==> src/morse_key_segment_encoder_macros.svh <==
// Assertion macros for the Morse key segment encoder.
`ifndef MORSE_KEY_SEGMENT_ENCODER_MACROS_SVH
`define MORSE_KEY_SEGMENT_ENCODER_MACROS_SVH

`ifndef NO_ASSERTIONS
`define MKSE_ASSERT_SAME(label, ante, cons) \
    label: assert property (@(posedge i_clk) disable iff (!i_rst_n) (ante) |-> (cons)) \
        else $error("%m: assertion failed");
`define MKSE_ASSERT_NEXT(label, ante, cons) \
    label: assert property (@(posedge i_clk) disable iff (!i_rst_n) (ante) |=> (cons)) \
        else $error("%m: assertion failed");
`else
`define MKSE_ASSERT_SAME(label, ante, cons)
`define MKSE_ASSERT_NEXT(label, ante, cons)
`endif

`endif

==> src/mkse_pkg.sv <==
// Package for the Morse key segment encoder: types, codes and the letter table.
`timescale 1ns / 1ps

package mkse_pkg;

    localparam int UNIT_W = 16;
    localparam int DUR_W = 19;
    localparam int CHAR_W = 8;
    localparam logic [UNIT_W-1:0] UNIT_RESET = 16'd150;

    localparam logic [CHAR_W-1:0] CHAR_SPACE = 8'h20;
    localparam logic [CHAR_W-1:0] CHAR_UPPER_A = 8'h41;
    localparam logic [CHAR_W-1:0] CHAR_UPPER_Z = 8'h5A;
    localparam logic [CHAR_W-1:0] CHAR_LOWER_A = 8'h61;
    localparam logic [CHAR_W-1:0] CHAR_LOWER_Z = 8'h7A;
    localparam logic [CHAR_W-1:0] CASE_OFFSET = 8'h20;

    typedef enum logic {
        ST_IDLE,
        ST_RUN
    } t_state;

    // Segment length in units of one dot.
    typedef enum logic [1:0] {
        UNITS_1,
        UNITS_3,
        UNITS_7
    } t_units;

    // Element i of a pattern is bit i of code; a one is a dash.
    typedef struct packed {
        logic [2:0] len;
        logic [3:0] code;
    } t_pattern;

    function automatic t_pattern mkse_pattern(input logic [4:0] idx);
        t_pattern p;
        p = '0;
        unique case (idx)
            5'd0:  p = '{len: 3'd2, code: 4'b0010};
            5'd1:  p = '{len: 3'd4, code: 4'b0001};
            5'd2:  p = '{len: 3'd4, code: 4'b0101};
            5'd3:  p = '{len: 3'd3, code: 4'b0001};
            5'd4:  p = '{len: 3'd1, code: 4'b0000};
            5'd5:  p = '{len: 3'd4, code: 4'b0100};
            5'd6:  p = '{len: 3'd3, code: 4'b0011};
            5'd7:  p = '{len: 3'd4, code: 4'b0000};
            5'd8:  p = '{len: 3'd2, code: 4'b0000};
            5'd9:  p = '{len: 3'd4, code: 4'b1110};
            5'd10: p = '{len: 3'd3, code: 4'b0101};
            5'd11: p = '{len: 3'd4, code: 4'b0010};
            5'd12: p = '{len: 3'd2, code: 4'b0011};
            5'd13: p = '{len: 3'd2, code: 4'b0001};
            5'd14: p = '{len: 3'd3, code: 4'b0111};
            5'd15: p = '{len: 3'd4, code: 4'b0110};
            5'd16: p = '{len: 3'd4, code: 4'b1011};
            5'd17: p = '{len: 3'd3, code: 4'b0010};
            5'd18: p = '{len: 3'd3, code: 4'b0000};
            5'd19: p = '{len: 3'd1, code: 4'b0001};
            5'd20: p = '{len: 3'd3, code: 4'b0100};
            5'd21: p = '{len: 3'd4, code: 4'b1000};
            5'd22: p = '{len: 3'd3, code: 4'b0110};
            5'd23: p = '{len: 3'd4, code: 4'b1001};
            5'd24: p = '{len: 3'd4, code: 4'b1101};
            5'd25: p = '{len: 3'd4, code: 4'b0011};
            default: p = '{len: 3'd1, code: 4'b0000};
        endcase
        return p;
    endfunction

endpackage

==> src/morse_key_segment_encoder.sv <==
// Top level of the Morse key segment encoder: sequencer, duration unit and output register.
//
// Channel  Direction  Signals                                          Payload
// in       input      i_in_valid / o_in_ready                          i_character
// out      output     o_out_valid / i_out_ready                        o_key_closed,
//                                                                      o_duration_ticks,
//                                                                      o_last_segment
// cfg      input      i_cfg_valid / o_cfg_ready                        i_unit_length
//
// A letter of n elements yields 2n+1 segments, one per cycle while the output is taken;
// while a letter or a space is being sent the input is held, and any other byte is dropped
// on transfer.
// The segment counter steps the one shared multiply-by-1/3/7 add/subtract unit once per segment.
// Reset is synchronous and active low; unit_length returns to 150.
// A stalled output holds the sequencer; the next byte is taken while the final
// segment still waits in the output register.
`timescale 1ns / 1ps

module morse_key_segment_encoder (
    input  logic                         i_clk,
    input  logic                         i_rst_n,
    input  logic                         i_in_valid,
    output logic                         o_in_ready,
    input  logic [mkse_pkg::CHAR_W-1:0]  i_character,
    output logic                         o_out_valid,
    input  logic                         i_out_ready,
    output logic                         o_key_closed,
    output logic [mkse_pkg::DUR_W-1:0]   o_duration_ticks,
    output logic                         o_last_segment,
    input  logic                         i_cfg_valid,
    output logic                         o_cfg_ready,
    input  logic [mkse_pkg::UNIT_W-1:0]  i_unit_length
);
    import mkse_pkg::*;

`include "morse_key_segment_encoder_macros.svh"

    t_state                r_state, n_state;
    logic [UNIT_W-1:0]     r_unit;
    logic                  r_space, n_space;
    logic [2:0]            r_len, n_len;
    logic [3:0]            r_code, n_code;
    logic [3:0]            r_seg, n_seg;
    logic                  r_out_valid, n_out_valid;
    logic                  r_key, n_key;
    logic [DUR_W-1:0]      r_dur, n_dur;
    logic                  r_last, n_last;

    logic                  in_xfer;
    logic [CHAR_W-1:0]     upper;
    logic                  is_space;
    logic                  is_letter;
    t_pattern              pat;
    logic                  slot_free;
    logic                  seg_last;
    logic                  seg_key;
    t_units                seg_units;
    logic [DUR_W-1:0]      unit_ext;
    logic [DUR_W-1:0]      seg_dur;

    assign o_in_ready = (r_state == ST_IDLE);
    assign o_cfg_ready = 1'b1;
    assign in_xfer = i_in_valid && o_in_ready;
    assign slot_free = !r_out_valid || i_out_ready;

    // Fold lowercase to uppercase before classifying the byte.
    always_comb begin
        upper = i_character;
        if (i_character >= CHAR_LOWER_A && i_character <= CHAR_LOWER_Z) begin
            upper = i_character - CASE_OFFSET;
        end
        is_space = (upper == CHAR_SPACE);
        is_letter = (upper >= CHAR_UPPER_A) && (upper <= CHAR_UPPER_Z);
        pat = mkse_pattern(5'(upper - CHAR_UPPER_A));
    end

    // Current segment: even slots are elements, odd slots element gaps, then the letter gap.
    always_comb begin
        seg_last = r_space || (r_seg == {r_len, 1'b0});
        seg_key = 1'b0;
        seg_units = UNITS_1;
        if (r_space) begin
            seg_units = UNITS_7;
        end else if (seg_last) begin
            seg_units = UNITS_3;
        end else if (!r_seg[0]) begin
            seg_key = 1'b1;
            seg_units = r_code[r_seg[2:1]] ? UNITS_3 : UNITS_1;
        end
    end

    // Shared duration unit: at most one add or subtract of shifted copies of the unit length.
    always_comb begin
        unit_ext = (r_unit == '0) ? DUR_W'(1) : DUR_W'(r_unit);
        unique case (seg_units)
            UNITS_1: seg_dur = unit_ext;
            UNITS_3: seg_dur = (unit_ext << 1) + unit_ext;
            UNITS_7: seg_dur = (unit_ext << 3) - unit_ext;
            default: seg_dur = unit_ext;
        endcase
    end

    // Next state.
    always_comb begin
        n_state = r_state;
        unique case (r_state)
            ST_IDLE: begin
                if (in_xfer && (is_space || is_letter)) begin
                    n_state = ST_RUN;
                end
            end
            ST_RUN: begin
                if (slot_free && seg_last) begin
                    n_state = ST_IDLE;
                end
            end
            default: n_state = ST_IDLE;
        endcase
    end

    // Datapath and output register updates.
    always_comb begin
        n_space = r_space;
        n_len = r_len;
        n_code = r_code;
        n_seg = r_seg;
        n_out_valid = r_out_valid && !i_out_ready;
        n_key = r_key;
        n_dur = r_dur;
        n_last = r_last;
        unique case (r_state)
            ST_IDLE: begin
                if (in_xfer) begin
                    n_space = is_space;
                    n_len = pat.len;
                    n_code = pat.code;
                    n_seg = '0;
                end
            end
            ST_RUN: begin
                if (slot_free) begin
                    n_out_valid = 1'b1;
                    n_key = seg_key;
                    n_dur = seg_dur;
                    n_last = seg_last;
                    n_seg = r_seg + 4'd1;
                end
            end
            default: ;
        endcase
    end

    always_ff @(posedge i_clk) begin
        if (!i_rst_n) begin
            r_state <= ST_IDLE;
            r_out_valid <= 1'b0;
            r_unit <= UNIT_RESET;
        end else begin
            r_state <= n_state;
            r_out_valid <= n_out_valid;
            if (i_cfg_valid && o_cfg_ready) begin
                r_unit <= i_unit_length;
            end
        end
    end

    always_ff @(posedge i_clk) begin
        r_space <= n_space;
        r_len <= n_len;
        r_code <= n_code;
        r_seg <= n_seg;
        r_key <= n_key;
        r_dur <= n_dur;
        r_last <= n_last;
    end

    assign o_out_valid = r_out_valid;
    assign o_key_closed = r_key;
    assign o_duration_ticks = r_dur;
    assign o_last_segment = r_last;

    `MKSE_ASSERT_SAME(a_idle_holds_last, o_in_ready && o_out_valid, o_last_segment)
    `MKSE_ASSERT_SAME(a_tone_not_last, o_out_valid && o_key_closed, !o_last_segment)
    `MKSE_ASSERT_NEXT(a_more_follow, o_out_valid && !o_last_segment, o_out_valid)
    `MKSE_ASSERT_SAME(a_dur_nonzero, o_out_valid, o_duration_ticks != '0)

endmodule
==> config.mk <==
export PLATFORM = sky130hd
export DESIGN_NAME = morse_key_segment_encoder
export DESIGN_NICKNAME = d
export VERILOG_FILES = /design/src/mkse_pkg.sv /design/src/morse_key_segment_encoder.sv
export VERILOG_INCLUDE_DIRS = /design/src /design/src/src
export SDC_FILE = /design/constraint.sdc
export NUM_CORES = 1
export LEC_CHECK = 0
export ABC_AREA = 1
export BUFFER_PORTS_ARGS = -buffer_cell sky130_fd_sc_hd__buf_2
export CAP_MARGIN = 10
export CORE_MARGIN = 2
export CORE_UTILIZATION = 55
export CTS_CLUSTER_DIAMETER = 30
export DETAILED_ROUTE_END_ITERATION = 10
export PLACE_DENSITY = 0.77
export SLEW_MARGIN = 20
export SYNTH_ARGS = -nofsm -noshare
export SYNTH_HDL_FRONTEND = slang
export SYNTH_SLANG_ARGS = --single-unit
==> constraint.sdc <==
create_clock -name i_clk -period 3.6 [get_ports i_clk]
set_input_delay 0.36 -clock i_clk [delete_from_list [all_inputs] [get_ports i_clk]]
set_output_delay 0.36 -clock i_clk [all_outputs]
set_load 0.01 [all_outputs]
After elaboration in Yosys (flattened, before gate mapping)
Memories as Yosys holds them, arrays and structs flattened. A register that Yosys moved wholly into a read port is not among the register bits.
Cells that the tools add are included.
{"block": "totals", "ff_bits": 44, "romBits": 224, "input_bits": 29, "out_inout_bits": 24, "wordCells": 60, "memories": 1}
{"block": "op_classes", "addsub": 5, "order_cmp": 5, "eq_ne": 6, "muxes": 18, "bitwise_logic": 1, "reduce_logical": 16}
{"name": "(name not given)", "depth": 32, "word_bits": 7, "rd": 1, "rd_ports_with_merged_regs": 1, "wr": 0, "line": "mkse_pkg.sv:39", "source": "unique case (idx)"}
{"operator": "$pmux W19 S2", "n": 1}
{"operator": "$sub A19 B16 Y19", "n": 1}
{"operator": "$add A17 B16 Y18", "n": 1}
{"operator": "$ge A8 B7 Y1 const B", "n": 2}
{"operator": "$le A8 B7 Y1 const B", "n": 2}
{"operator": "$logic_not A16 Y1", "n": 1}
{"operator": "$mux W16", "n": 1}
{"operator": "$mux W1", "n": 9}
{"operator": "$eq A8 B6 Y1 const B", "n": 1}
{"operator": "$mux W4", "n": 2}
{"operator": "$mux W8", "n": 1}
{"operator": "$pmux W4 S2", "n": 1}
{"operator": "$sub A8 B6 Y8 const B", "n": 1}
{"operator": "$logic_and A1 B1 Y1", "n": 6}
{"operator": "$reduce_and A2 Y1", "n": 3}
{"operator": "$sub A5 B1 Y5 const B", "n": 1}
{"operator": "$add A4 B1 Y4 const B", "n": 1}
{"operator": "$eq A4 B4 Y1", "n": 1}
{"operator": "$ne A2 B1 Y1 const B", "n": 2}
{"operator": "$logic_or A1 B1 Y1", "n": 3}
{"operator": "$lt A2 B3 Y1 const B", "n": 1}
{"operator": "$bmux W1 S2", "n": 1}
{"operator": "$eq A2 B1 Y1 const B", "n": 1}
{"operator": "$eq A2 B2 Y1 const B", "n": 1}
{"operator": "5 further kinds", "n": 6}

Logic depth before layout (Yosys ltp)
{"block": "logic_depth", "word_depth": 9, "ltp_mapped": 21, "mapped_depth_nobuf": 20}

Least setup slack after synthesis
OpenSTA, ideal clock, no wires.
{"block": "synth_path", "kind": "reg2reg", "start": "reg r_unit[2]", "end": "reg r_dur[17], in the netlist o_duration_ticks[17] (data pin)", "setup_time_ns": 0.252, "arrival_ns": 2.329, "required_time_ns": 3.348, "path_slack_ns": 1.019, "path_stages_with_launch": 19, "n_path_buf": 1, "period_less_slack_ns": 2.581, "cell_sequence": "dfxtp_1 > inv_1 > ha_1 > nand2_1 > nor2_2 > nand3_4 > buf_2 > nand2_1 > inv_1 > ha_1 > a21oi_1 > o21ai_1 > nand2_1 > nand2_1 > nand3_1 > nand2_1 > a21o_1 > nand2_1 > nand2_1"}
{"block": "synth_via", "elab_chain_len": 4, "elab_cells_between_ends": 5, "classes_between": "add/sub (2); mux (2); reduce/logical (1)"}
{"element": "from (decl)", "line": "morse_key_segment_encoder.sv:39", "source": "logic [UNIT_W-1:0] r_unit;"}
{"element": "from (signal assigned)", "line": "morse_key_segment_encoder.sv:162", "source": "r_unit <= i_unit_length;"}
{"element": "$logic_not A16 Y1", "line": "morse_key_segment_encoder.sv:94", "source": "unit_ext = (r_unit == '0) ? DUR_W'(1) : DUR_W'(r_unit);"}
{"element": "$mux W16 *", "line": "morse_key_segment_encoder.sv:94"}
{"element": "$sub A19 B16 Y19 or $add A17 B16 Y18 (tied branches)", "line": "morse_key_segment_encoder.sv:98, morse_key_segment_encoder.sv:97"}
{"element": "$pmux W19 S2 *", "line": "morse_key_segment_encoder.sv:95", "source": "unique case (seg_units)"}
{"element": "via seg_dur[17]", "line": "morse_key_segment_encoder.sv:59", "source": "logic [DUR_W-1:0] seg_dur;"}
{"element": "to (signal assigned)", "line": "morse_key_segment_encoder.sv:173", "source": "r_dur <= n_dur;"}
{"element": "to (decl)", "line": "morse_key_segment_encoder.sv:46", "source": "logic [DUR_W-1:0] r_dur, n_dur;"}
Mark *: on every way through the listed nets, which the timed path passes. The rest lies on a longest branch.
A chain may end at the register's enable or synchronous reset.

Final worst setup path
{"block": "layout_path", "start": "reg r_unit[6]", "end": "reg r_dur[15], in the netlist o_duration_ticks[15] (data pin)"}
The elaborated chain is that of the path after synthesis.

==> reports/qor.csv <==
stage,metric,value,unit
run_status,status,finished clean,
detailed_routing,drtAntennaViolNets,0,
grt,grt_use_met2,0.419,
critical_path,r2r_slack,650,ps
cts,clk_pin_slew_worst_paths,100,ps
detailed_routing,firstDrtPassIters,5,
finish,drive_gt1_frac,0.148,
cts,holdBufCountCts,0,
placement,hpwlAfterDp,9550,um
floorplanning,dieArea,9230,um2
power,ir_worst_vdd,197,uV
critical_path,critPathLaunch,r_unit[6],
min_path,whs_path_depth,3,
critical_path,cp_cell_sequence,"inv_1, ha_1, nand2_1, nor2_2, nand3_4, nand2_1, inv_1, ha_1, nand2_1, o21ai_1, nand2_1, nand2_1, nand3_1, nand2_1, nand2_1, nand3_1, nand3_1",
yosys,syn_nets,734,
placement,dpl_cell_area,4990,um2
critical_path,rr_startpoint,r_unit[6],
cts,post_cts_buffers,0,
yosys,syn_avg_cell_area,7.11,um2
grt,grt_pass1_vias,4296,
finish,seq_area,1350,um2
finish,final_area,5090,um2
sta,hold_violations,0,
cts,cts_sinks,51,
sta,slew_viol_final,0,
grt,grt_max_degree,25,
grt,gr-usage-all-layers,0.276,
cts,clk_latency,310,ps
power,p_sw,0.642,mW
sta,fmax,0.340,GHz
grt,grt_pass1_wl,20200,um
yosys,synth_edf_count,33,
sta,finalCriticalPeriod,2950,ps
grt,met3_usage,0.0556,
placement,place_congestion,0.953,
power,pwr-share-seq,0.398,
power,powerDensity,340,nW/um2
detailed_routing,post_drt_wl_per_cell,14.6,um
yosys,synth_area,4660,um2
finish,finalNonFillerCells,809,
floorplanning,fp-row-count,33,
cts,clockBufferDepth,2,
run,drv_cap,0,
yosys,ys_ff_latch,51,
yosys,syn_inst,656,
placement,dp_cells,801,
yosys,synthFlopType,edfxtp_1,
critical_path,r2r-end,o_duration_ticks[15],
yosys,synth_top_area_share,0.213,
cts,cts_tree,built,
min_path,worstHoldStart,i_unit_length[1],
critical_path,crit_path_frequent_cell,nand2_1,
critical_path,critPathBufInv,2,
power,combPwrFrac,0.370,
power,pwr-share-clk,0.233,
finish,fillerInstances,764,
critical_path,cp.arrival,3010,ps
detailed_routing,route.detailed.drc,0,
yosys,seq_area_frac_synth,0.290,
finish,multi_input_area,2880,um2
sta,setup_tns,0,ps
sta,post-route-period-util,0.818,
finish,final_common_cell,nand2_1,
sta,slew_headroom,0.574,
critical_path,worstSetupPathType,register to register,
cts,cts_buffers,5,
floorplanning,die_w,96.1,um
grt,gr-max-usage-layer,met2,
power,switching_share,0.371,
critical_path,reg2regPathDepth,17,
grt,grt-ovfl-total,0,
placement,numPortBuffers,51,
critical_path,crit_required,3670,ps
finish,syn_to_final_growth,9.23,%
floorplanning,die_h,96.1,um
finish,fin_nets,781,
critical_path,critPathCaptureType,register,
grt,grt_antenna_before_repair,0,
cts,htree_levels,2,
critical_path,slowest_stage,ha_1,
critical_path,worstSetupStartpointType,register,
yosys,ys_types,48,
floorplanning,io_pins,53,
detailed_routing,route.vias.total,4535,
finish,num_antenna_cells,0,
sta,max_slew.worst_pin.slew,639,ps
min_path,hold_end,r_unit[1],
finish,final_cell_mix,"150 x nand2_1, 84 x inv_1, 58 x a21oi_1",
floorplanning,start_util,0.568,
yosys,synth.largest_area_cell,edfxtp_1,
detailed_routing,drtIter0Drc,357,
sta,timing.hold.ws,271,ps
grt,use_met1,0.407,
detailed_routing,via_per_inst,5.61,
cts,clk_root_buffer_cell,clkbuf_8,
detailed_routing,routed_wl,11800,um
sta,final.setup_skew,11.1,ps
floorplanning,core,8220,um2
min_path,hp-class,primary input to register,
power,p_int,1.09,mW
power,p_leak,2.48,nW
yosys,yosys_warnings,0,
yosys,async_reset_ff_frac,0,
cts,cts-resized-gates,0,
sta,rsz0062_at_grt,no,
critical_path,slowest_delay,360,ps
critical_path,path_max_fanout,16,
critical_path,crit_family,simple AND/OR/NAND/NOR gates,
yosys,ys_top_cells_by_area,"edfxtp_1 21%, ha_1 13%, nand2_1 12%",
sta,setup_viol,0,
[through the flow]
stage                util  setup slack (ps)  power [mW]
floorplan               -              1020        1.17
global placement    0.607               682        1.32
detailed placement  0.607               673        1.33
CTS                 0.620               676        1.72
global route        0.620               319        1.86
finish              0.620               655        1.73
[Yosys cell counts (5+ instances only)]
| cell type | n |
|---|---|
| inv_2 | 7 |
| dfxtp_1 | 18 |
| o21ai_0 | 51 |
| nand2_1 | 150 |
| clkbuf_1 | 5 |
| o21ai_1 | 6 |
| nor2_2 | 5 |
| nand3b_1 | 5 |
| ha_1 | 48 |
| nor3_1 | 6 |
| o211ai_1 | 7 |
| edfxtp_1 | 33 |
| nor2_1 | 45 |
| nand2_2 | 5 |
| a21oi_1 | 58 |
| nand3_1 | 51 |
| nand4_1 | 7 |
| inv_1 | 84 |
[layout make-up]
cell class	instances	share of cell area
Clock inverter	3	0.00761
Tap cell	105	0.0258
Clock buffer	5	0.0135
Timing Repair Buffer	52	0.0516
Inverter	94	0.0703
Multi-Input combinational cell	499	0.566
Sequential cell	51	0.265
[flip-flops by register name, summed over array words and instances (netlist names)]
| name | flops |
|---|---|
| o_key_closed | 1 |
| r_seg | 4 |
| r_len | 3 |
| o_out_valid | 1 |
| r_code | 4 |
| r_space | 1 |
| o_duration_ticks | 19 |
| r_state | 1 |
| r_unit | 16 |
| o_last_segment | 1 |
[power by group through the flow]
stage                     clock network, mW  registers (mW)  logic [mW]
final                                 0.403           0.689       0.641
after detailed placement                  0           0.702       0.623
after CTS                             0.409           0.689       0.627
after floorplan                           0           0.698       0.472
after global placement                    0           0.700       0.617
after global routing                  0.436           0.693       0.727
[worst reg2reg max path, cell delays in order (launching register included)]
cell and delay [ps]:
dfxtp_1 340, inv_1 90, ha_1 140, nand2_1 60, nor2_2 140, nand3_4 200
nand2_1 190, inv_1 110, ha_1 360, nand2_1 90, o21ai_1 260, nand2_1 80
nand2_1 130, nand3_1 110, nand2_1 120, nand2_1 60, nand3_1 120, nand3_1 100
[how the worst max path moves through the flow]
stage / endpoint / depth (start not counted)
after floorplan: o_duration_ticks[17] / 18
after global placement: o_duration_ticks[18] / 15
after detailed placement: o_duration_ticks[15] / 17
after CTS: o_duration_ticks[15] / 17
after global routing: o_duration_ticks[17] / 19
final: o_duration_ticks[15] / 17
[metal layers]
metal  vias up  part of all wire
met5         -                 0
met1      2014              0.48
met4         0             0.013
li1       2280                 -
met2       221              0.41
met3        20             0.090
[cells by family (layout without fill, tap and decap cells)]
kind of cell             after synthesis  in the layout  synth area share
AO/OA/AOI/OAI                        143            143             0.172
AND/OR/NAND/NOR                      300            300             0.301
buffers and inverters                106            154            0.0920
other                                  1              1          0.000804
adder cells (fa/ha/maj)               49             49             0.133
XOR/XNOR                               6              6            0.0113
flip-flops                            51             51             0.290
No activity file was read; power rests on OpenSTA's default activity.
